**src/rtl/rld_pkg.sv**
```systemverilog
package rld_pkg;

  localparam int unsigned CNT_W = 7;
  localparam int unsigned RUN_CAP = 64;

  localparam logic [7:0] CHAR_PLUS  = 8'h2B;
  localparam logic [7:0] CHAR_MINUS = 8'h2D;
  localparam logic [7:0] CHAR_ZERO  = 8'h30;
  localparam logic [7:0] CHAR_ONE   = 8'h31;
  localparam logic [7:0] CHAR_NINE  = 8'h39;

  localparam logic [CNT_W-1:0] MAX_RUN_RST = CNT_W'(RUN_CAP);

  // one queued job: emit ch count times, last on the final one
  typedef struct packed {
    logic [7:0]       ch;
    logic [CNT_W-1:0] count;
    logic             ovf;
  } cmd_t;

endpackage

```
**src/rtl/rld_in_if.sv**
```systemverilog
interface rld_in_if;
  logic       valid;
  logic       ready;
  logic [7:0] in_char;

  modport source (output valid, output in_char, input ready);
  modport sink (input valid, input in_char, output ready);
endinterface

```
**src/rtl/rld_out_if.sv**
```systemverilog
interface rld_out_if;
  logic       valid;
  logic       ready;
  logic [7:0] out_char;
  logic       last;
  logic       overflow;

  modport source (output valid, output out_char, output last, output overflow, input ready);
  modport sink (input valid, input out_char, input last, input overflow, output ready);
endinterface

```
**src/rtl/rld_front.sv**
```systemverilog
module rld_front (
  input  logic                      clk_i,
  input  logic                      rst_ni,
  input  logic                      cfg_we_i,
  input  logic [rld_pkg::CNT_W-1:0] cfg_wdata_i,
  rld_in_if.sink                    in_i,
  input  logic                      q_full_i,
  output logic                      push_o,
  output rld_pkg::cmd_t             cmd_o
);
  import rld_pkg::*;

  localparam int unsigned NEXT_W = CNT_W + 4;

  logic [CNT_W-1:0]  max_run_q;
  logic              in_run_q, in_run_d;
  logic              run_is_zero_q, run_is_zero_d;
  logic [CNT_W-1:0]  run_count_q, run_count_d;
  logic              digits_done_q, digits_done_d;
  logic              sat_q, sat_d;

  logic              accept;
  logic              marker;
  logic              is_digit;
  logic [7:0]        c;
  logic [CNT_W-1:0]  lim;
  logic [NEXT_W-1:0] next_cnt;
  logic [3:0]        digit;
  logic [CNT_W-1:0]  close_n;
  logic              close_ovf;

  assign in_i.ready = !q_full_i;
  assign accept     = in_i.valid && in_i.ready;
  assign c          = in_i.in_char;
  assign marker     = (c == CHAR_PLUS) || (c == CHAR_MINUS);

  always_comb begin
    if (max_run_q == '0) begin
      lim = CNT_W'(1);
    end else if (max_run_q > CNT_W'(RUN_CAP)) begin
      lim = CNT_W'(RUN_CAP);
    end else begin
      lim = max_run_q;
    end
  end

  always_comb begin
    is_digit = c inside {[CHAR_ZERO:CHAR_NINE]};
    digit    = 4'(c - CHAR_ZERO);
    next_cnt = NEXT_W'(run_count_q) * NEXT_W'(10) + NEXT_W'(digit);
  end

  always_comb begin
    if (run_count_q > lim) begin
      close_n   = lim;
      close_ovf = 1'b1;
    end else begin
      close_n   = run_count_q;
      close_ovf = sat_q;
    end
  end

  always_comb begin
    in_run_d      = in_run_q;
    run_is_zero_d = run_is_zero_q;
    run_count_d   = run_count_q;
    digits_done_d = digits_done_q;
    sat_d         = sat_q;
    push_o        = 1'b0;
    cmd_o.ch      = c;
    cmd_o.count   = CNT_W'(1);
    cmd_o.ovf     = 1'b0;
    if (accept) begin
      if (!in_run_q) begin
        if (marker) begin
          in_run_d      = 1'b1;
          run_is_zero_d = (c == CHAR_MINUS);
          run_count_d   = '0;
          digits_done_d = 1'b0;
          sat_d         = 1'b0;
        end else begin
          push_o = 1'b1;
        end
      end else if (marker) begin
        push_o        = (close_n != '0);
        cmd_o.ch      = run_is_zero_q ? CHAR_ZERO : CHAR_ONE;
        cmd_o.count   = close_n;
        cmd_o.ovf     = close_ovf;
        in_run_d      = 1'b0;
        run_count_d   = '0;
        digits_done_d = 1'b0;
        sat_d         = 1'b0;
      end else if (!digits_done_q && is_digit) begin
        if (next_cnt > NEXT_W'(lim)) begin
          run_count_d = lim;
          sat_d       = 1'b1;
        end else begin
          run_count_d = next_cnt[CNT_W-1:0];
        end
      end else begin
        digits_done_d = 1'b1;
      end
    end
  end

  always_ff @(posedge clk_i or negedge rst_ni) begin
    if (!rst_ni) begin
      max_run_q     <= MAX_RUN_RST;
      in_run_q      <= 1'b0;
      run_is_zero_q <= 1'b0;
      run_count_q   <= '0;
      digits_done_q <= 1'b0;
      sat_q         <= 1'b0;
    end else begin
      if (cfg_we_i) begin
        max_run_q <= cfg_wdata_i;
      end
      in_run_q      <= in_run_d;
      run_is_zero_q <= run_is_zero_d;
      run_count_q   <= run_count_d;
      digits_done_q <= digits_done_d;
      sat_q         <= sat_d;
    end
  end

endmodule

```
**src/rtl/rld_fifo.sv**
```systemverilog
module rld_fifo #(
  parameter int unsigned DEPTH = 2
) (
  input  logic          clk_i,
  input  logic          rst_ni,
  input  logic          push_i,
  input  rld_pkg::cmd_t cmd_i,
  output logic          full_o,
  input  logic          pop_i,
  output logic          empty_o,
  output rld_pkg::cmd_t cmd_o
);
  import rld_pkg::*;

  localparam int unsigned PTR_W = (DEPTH > 1) ? $clog2(DEPTH) : 1;
  localparam int unsigned CNT_QW = $clog2(DEPTH + 1);
  localparam logic [PTR_W-1:0] LAST_PTR = PTR_W'(DEPTH - 1);

  cmd_t              mem_q [DEPTH];
  logic [PTR_W-1:0]  wr_ptr_q, wr_ptr_d;
  logic [PTR_W-1:0]  rd_ptr_q, rd_ptr_d;
  logic [CNT_QW-1:0] cnt_q, cnt_d;

  assign full_o  = (cnt_q == CNT_QW'(DEPTH));
  assign empty_o = (cnt_q == '0);
  assign cmd_o   = mem_q[rd_ptr_q];

  always_comb begin
    wr_ptr_d = wr_ptr_q;
    rd_ptr_d = rd_ptr_q;
    cnt_d    = cnt_q;
    if (push_i) begin
      wr_ptr_d = (wr_ptr_q == LAST_PTR) ? '0 : wr_ptr_q + PTR_W'(1);
    end
    if (pop_i) begin
      rd_ptr_d = (rd_ptr_q == LAST_PTR) ? '0 : rd_ptr_q + PTR_W'(1);
    end
    if (push_i && !pop_i) begin
      cnt_d = cnt_q + CNT_QW'(1);
    end else if (pop_i && !push_i) begin
      cnt_d = cnt_q - CNT_QW'(1);
    end
  end

  always_ff @(posedge clk_i or negedge rst_ni) begin
    if (!rst_ni) begin
      wr_ptr_q <= '0;
      rd_ptr_q <= '0;
      cnt_q    <= '0;
    end else begin
      wr_ptr_q <= wr_ptr_d;
      rd_ptr_q <= rd_ptr_d;
      cnt_q    <= cnt_d;
    end
  end

  always_ff @(posedge clk_i) begin
    if (push_i) begin
      mem_q[wr_ptr_q] <= cmd_i;
    end
  end

endmodule

```
**src/rtl/rld_back.sv**
```systemverilog
module rld_back (
  input  logic          clk_i,
  input  logic          rst_ni,
  input  logic          q_empty_i,
  input  rld_pkg::cmd_t cmd_i,
  output logic          pop_o,
  rld_out_if.source     out_o
);
  import rld_pkg::*;

  logic             active_q;
  logic [7:0]       ch_q;
  logic [CNT_W-1:0] rem_q;
  logic             ovf_q;

  logic             out_valid_q;
  logic [7:0]       out_char_q;
  logic             out_last_q;
  logic             out_ovf_q;

  logic             out_load;
  logic             emit;
  logic             finishing;

  assign out_load  = !out_valid_q || out_o.ready;
  assign emit      = active_q && out_load;
  assign finishing = emit && (rem_q == CNT_W'(1));
  assign pop_o     = !q_empty_i && (!active_q || finishing);

  assign out_o.valid    = out_valid_q;
  assign out_o.out_char = out_char_q;
  assign out_o.last     = out_last_q;
  assign out_o.overflow = out_ovf_q;

  always_ff @(posedge clk_i or negedge rst_ni) begin
    if (!rst_ni) begin
      active_q    <= 1'b0;
      out_valid_q <= 1'b0;
    end else begin
      if (out_load) begin
        out_valid_q <= active_q;
      end
      if (pop_o) begin
        active_q <= 1'b1;
      end else if (finishing) begin
        active_q <= 1'b0;
      end
    end
  end

  always_ff @(posedge clk_i) begin
    if (emit) begin
      out_char_q <= ch_q;
      out_last_q <= (rem_q == CNT_W'(1));
      out_ovf_q  <= ovf_q;
    end
    if (pop_o) begin
      ch_q  <= cmd_i.ch;
      rem_q <= cmd_i.count;
      ovf_q <= cmd_i.ovf;
    end else if (emit) begin
      rem_q <= rem_q - CNT_W'(1);
    end
  end

endmodule

```
**src/rtl/marker_run_length_decoder.sv**
```systemverilog
// Marked run-length decoder. Bytes outside a run pass through as one item each.
// '-' or '+' opens a run of '0' or '1' characters; the decimal count that follows
// is collected, other bytes are dropped, and the next '+' or '-' closes the run
// and emits the count (clamped to max_run held to 1..RUN_CAP, overflow set when
// clamped) with last on the final character. The front end takes one input item
// per cycle and posts jobs into a QUEUE_DEPTH-entry queue; the emitter drains it
// at one output item per cycle while the output is ready, and a closing marker
// yields one item per character. Input ready drops only while the queue is full.
module marker_run_length_decoder #(
  parameter int unsigned QUEUE_DEPTH = 2
) (
  input  logic                      clk_i,
  input  logic                      rst_ni,
  input  logic                      cfg_we_i,
  input  logic [rld_pkg::CNT_W-1:0] cfg_wdata_i,
  rld_in_if.sink                    in_i,
  rld_out_if.source                 out_o
);
  import rld_pkg::*;

  logic push;
  logic pop;
  logic q_full;
  logic q_empty;
  cmd_t push_cmd;
  cmd_t head_cmd;

  rld_front u_front (
    .clk_i       (clk_i),
    .rst_ni      (rst_ni),
    .cfg_we_i    (cfg_we_i),
    .cfg_wdata_i (cfg_wdata_i),
    .in_i        (in_i),
    .q_full_i    (q_full),
    .push_o      (push),
    .cmd_o       (push_cmd)
  );

  rld_fifo #(
    .DEPTH (QUEUE_DEPTH)
  ) u_fifo (
    .clk_i   (clk_i),
    .rst_ni  (rst_ni),
    .push_i  (push),
    .cmd_i   (push_cmd),
    .full_o  (q_full),
    .pop_i   (pop),
    .empty_o (q_empty),
    .cmd_o   (head_cmd)
  );

  rld_back u_back (
    .clk_i     (clk_i),
    .rst_ni    (rst_ni),
    .q_empty_i (q_empty),
    .cmd_i     (head_cmd),
    .pop_o     (pop),
    .out_o     (out_o)
  );

  a_no_push_full: assert property (@(posedge clk_i) disable iff (!rst_ni)
    push |-> !q_full) else $error("queue push while full");

  a_no_pop_empty: assert property (@(posedge clk_i) disable iff (!rst_ni)
    pop |-> !q_empty) else $error("queue pop while empty");

  a_job_count: assert property (@(posedge clk_i) disable iff (!rst_ni)
    push |-> (push_cmd.count != '0) && (push_cmd.count <= CNT_W'(RUN_CAP)))
    else $error("queued job count out of range");

endmodule
```
**src/flat_wrapper.sv**
```systemverilog
// flat-port wrapper written by rule: the top's interface ports become plain ports
module marker_run_length_decoder_flat import rld_pkg::*;
#(
  parameter int unsigned QUEUE_DEPTH = 2
)
  (clk_i, rst_ni, cfg_we_i, cfg_wdata_i, in_i_valid, in_i_in_char, in_i_ready, out_o_valid, out_o_out_char, out_o_last, out_o_overflow, out_o_ready);
  rld_in_if in_i_i ();
  rld_out_if out_o_i ();
  input  logic clk_i;
  input  logic rst_ni;
  input  logic cfg_we_i;
  input  logic [rld_pkg::CNT_W-1:0] cfg_wdata_i;
  input wire logic [$bits(in_i_i.valid)-1:0] in_i_valid;
  input wire logic [$bits(in_i_i.in_char)-1:0] in_i_in_char;
  output wire logic [$bits(in_i_i.ready)-1:0] in_i_ready;
  output wire logic [$bits(out_o_i.valid)-1:0] out_o_valid;
  output wire logic [$bits(out_o_i.out_char)-1:0] out_o_out_char;
  output wire logic [$bits(out_o_i.last)-1:0] out_o_last;
  output wire logic [$bits(out_o_i.overflow)-1:0] out_o_overflow;
  input wire logic [$bits(out_o_i.ready)-1:0] out_o_ready;
  assign in_i_i.valid = in_i_valid;
  assign in_i_i.in_char = in_i_in_char;
  assign in_i_ready = in_i_i.ready;
  assign out_o_valid = out_o_i.valid;
  assign out_o_out_char = out_o_i.out_char;
  assign out_o_last = out_o_i.last;
  assign out_o_overflow = out_o_i.overflow;
  assign out_o_i.ready = out_o_ready;
  marker_run_length_decoder #(.QUEUE_DEPTH(QUEUE_DEPTH)) u_core (.clk_i(clk_i), .rst_ni(rst_ni), .cfg_we_i(cfg_we_i), .cfg_wdata_i(cfg_wdata_i), .in_i(in_i_i), .out_o(out_o_i));
endmodule
```
**config.mk**
```make
export PLATFORM = sky130hd
export DESIGN_NAME = marker_run_length_decoder_flat
export DESIGN_NICKNAME = d
export VERILOG_FILES = /design/src/rtl/rld_pkg.sv /design/src/rtl/rld_in_if.sv /design/src/rtl/rld_out_if.sv /design/src/rtl/rld_front.sv /design/src/rtl/rld_fifo.sv /design/src/rtl/rld_back.sv /design/src/rtl/marker_run_length_decoder.sv /design/src/flat_wrapper.sv
export SDC_FILE = /design/constraint.sdc
export NUM_CORES = 1
export LEC_CHECK = 0
export BUFFER_PORTS_ARGS = -buffer_cell sky130_fd_sc_hd__buf_2
export CAP_MARGIN = 5
export CORE_MARGIN = 1
export CORE_UTILIZATION = 40
export DETAILED_ROUTE_END_ITERATION = 16
export SLEW_MARGIN = 10
export SYNTH_ARGS = -nofsm -noshare
export SYNTH_HDL_FRONTEND = slang
export SYNTH_HIERARCHICAL = 1
export SYNTH_SLANG_ARGS = --single-unit
```
**constraint.sdc**
```tcl
create_clock -name clk_i -period 5.2 [get_ports clk_i]
set_clock_uncertainty 0.15 [all_clocks]
set_input_delay 0.26 -clock clk_i [delete_from_list [all_inputs] [get_ports clk_i]]
set_output_delay 0.26 -clock clk_i [all_outputs]
set_load 0.05 [all_outputs]
```
==> flow_summary.json <==
{
  "outcome": "completed",
  "syn_inst": 356,
  "powerDensity_nw_per_um2": 382,
  "grt_setup_unrepaired": "no",
  "critical_path_class": "flip-flop to flip-flop",
  "rows": 38,
  "holdWs_ns": 0.0115,
  "final_cell_mix": "edfxtp_1 (58), ha_1 (32), buf_2 (31)",
  "fmax_mhz": 243,
  "crit_start": "u_core/u_front/run_count_q[1]",
  "clock-sinks": 82,
  "crit_path_max_incr_delay_ns": 0.89,
  "hp-class": "input pin to flip-flop",
  "cts_root_buf": "clkbuf_16",
  "seqPwrFrac": 0.450,
  "overflow": 0,
  "drtPass1Iterations": 4,
  "end_kind": "flip-flop",
  "tns_ns": 0,
  "die_x_um": 109,
  "synth-main-ff-cell": "edfxtp_1",
  "ioPinCount": 32,
  "htree_levels": 3,
  "hpwl_mm": 6.38,
  "cts_resized": 0,
  "crit_path_cell_trace": "ha_1 -> ha_1 -> fa_1 -> nand2_1 -> nor2_1 -> xnor2_1 -> ha_1 -> a211oi_1 -> o21ai_0 -> a221oi_2 -> nor4_1 -> a211o_1",
  "combPwrFrac": 0.227,
  "clockBufferDepth": 2,
  "antenna_found_initial": 0,
  "syn_area_per_cell_um2": 12.8,
  "timing.final.crit_period_ns": 4.11,
  "cts.reportedPaths.clkPinSlew_ns": 0.06,
  "drv_cap": 0,
  "hold_viol": 0,
  "synthesis.nets": 410,
  "cts_tree": "yes",
  "worst_slew_pin_slew_ns": 1.08,
  "synth_cell_types": 61,
  "syn_area_um2": 4570,
  "worst_hold_startpoint": "cfg_wdata_i[1]",
  "core_area_um2": 11000,
  "finalCritPeriodShare": 0.791,
  "report.final.slew_viol_count": 0,
  "grt_pass1_wl_mm": 14.2,
  "n_antenna_cell": 0,
  "path_buf_inv": 0,
  "clkLatencyLatePin_ns": 0.34,
  "gp_congestion": 0.875,
  "p_sw_frac": 0.297,
  "cp-start-kind": "flip-flop",
  "worst_slack_ns": 1.09,
  "grt.total_usage": 0.161,
  "dpl.cell_count": 518,
  "ir_drop_uv": 240,
  "nets": 451,
  "p_leak_nw": 2.18,
  "p_sw_uw": 593,
  "wl_per_cell_um": 16.0,
  "worst_ep_arrival_time_ns": 4.18,
  "vias_per_cell": 5.20,
  "stdcell_count": 542,
  "fill_cells": 969,
  "numCtsBuffers": 9,
  "fp.dieH_um": 109,
  "ys_ff_latch": 82,
  "power.internal_mw": 1.41,
  "cp_slowest_cell": "a221oi_2",
  "drive_gt1_frac": 0.231,
  "worst_ep_required_time_ns": 5.27,
  "postRouteAntennaNets": 0,
  "drc": 0,
  "seq_area_frac_synth": 0.513,
  "layout_commonest_cell": "edfxtp_1",
  "grt_pass1_vias": 2870,
  "yosysTopAreaCellShare": 0.381,
  "cpMostUsedCell": "ha_1",
  "clockPowerShare": 0.324,
  "fin_util": 0.476,
  "drt_iter0_markers": 115,
  "synth_area_leader_cell": "edfxtp_1",
  "grt_max_degree": 25,
  "reg2reg_from": "u_core/u_front/run_count_q[1]",
  "path_delay_family": "compound AO/OA/AOI/OAI gates",
  "port_buffers": 31,
  "via_count": 2819,
  "dieArea_um2": 11900,
  "drt-total-wl_mm": 8.65,
  "slew_headroom": 0.279,
  "yosysWarnings": 6,
  "synthTopCellsByArea": "edfxtp_1 (38%), dfrtp_1 (13%), ha_1 (8.8%)",
  "synthToLayoutAreaGrowth_pct": 14.4,
  "synth_edf_count": 58,
  "path_max_fanout": 12,
  "start_util": 0.416,
  "async_flop_share": 0.293,
  "finalSetupViolations": 0,
  "place_worst_setup_slack_ns": 1.13
}
## metal layers
layer	share of wire	GRT usage	vias to the layer above
li1	-	-	1410
met2	0.50	0.277	50
met5	0	0	-
met3	0.036	0.0412	8
met1	0.45	0.197	1351
met4	0.012	0.0473	0
## worst register-to-register path: cells and delay by family (launching register included)
kind                       cells  cell delay, ns
DFF                            1            0.46
adders and majority gates      4            1.34
and+or+nand+nor                3            0.34
xor gates and xnor gates       1            0.10
AOI/OAI and AO/OA              4            1.60
## repair_timing
| item | in CTS | in global routing |
|---|---|---|
| hold buffers | 8 | 0 |
| buffers inserted | 0 | 0 |
| hold endpoints to repair | 33 | 0 |
## worst paths after layout
path	slack (ns)	depth (start not counted)	to
worst min register to register	0.27	0	u_core/u_back/out_o.out_char[7]
worst max-delay path	1.09	12	u_core/u_front/run_count_q[0]
min in group asynchronous	0.33	2	u_core/u_front/run_count_q[4]
worst max register to register	1.09	12	u_core/u_front/run_count_q[0]
worst min-delay path	0.01	2	u_core/u_front/max_run_q[1]
max in group asynchronous	4.16	2	u_core/u_front/sat_q
## Yosys cell counts (all sizes together), types with 8 or more instances
library cell and n:
a21oi 13, nand2 14, ha 32, xnor2 9
dfrtp 23, o21ai 9, nand3 9, nor3 8
nor2 20, nor2b 12, mux2 29, inv 22
mux2i 12, edfxtp 58
## cell families after synthesis
| logic type | share of synthesized area |
|---|---|
| simple gates | 0.124 |
| flops | 0.513 |
| compound gates | 0.0975 |
| mux | 0.105 |
| fa+ha+maj | 0.0964 |
| buf+inv | 0.0331 |
| xor+xnor | 0.0307 |
## power groups by stage
stage	logic (mW)	registers (mW)	clock network, mW
after global routing	0.500	0.911	0.690
after detailed placement	0.450	0.914	0
after CTS	0.458	0.901	0.662
after global placement	0.444	0.910	0
after floorplan	0.368	0.888	0
final	0.453	0.898	0.647
## flip-flops by register name (all words and copies together), names as in the netlist
name,flops
u_core/u_back/active_q,1
u_core/u_back/ch_q,8
u_core/u_back/out_o.last,1
u_core/u_back/out_o.out_char,8
u_core/u_back/out_o.overflow,1
u_core/u_back/out_o.valid,1
u_core/u_back/ovf_q,1
u_core/u_back/rem_q,7
u_core/u_fifo/cnt_q,2
u_core/u_fifo/mem_q,32
u_core/u_fifo/rd_ptr_q,1
u_core/u_fifo/wr_ptr_q,1
u_core/u_front/digits_done_q,1
u_core/u_front/in_run_q,1
u_core/u_front/max_run_q,7
u_core/u_front/run_count_q,7
u_core/u_front/run_is_zero_q,1
u_core/u_front/sat_q,1
## stage by stage
stage	power (mW)	area (um2)
after floorplan	1.26	4570
after detailed placement	1.36	4840
after global placement	1.35	4840
after global routing	2.10	5230
after CTS	2.02	5230
final	2.00	5230
## area by class of cell
class	count	area, um2	share of cell area
sequential	82	2340	0.448
multi-input combinational	242	2070	0.397
timing repair buffer	40	243	0.0464
clock buffer	9	225	0.0431
tap	140	175	0.0335
clock inverter	7	83.8	0.0160
inverter	22	82.6	0.0158
Note: power is estimated with default switching activity, not from simulation.
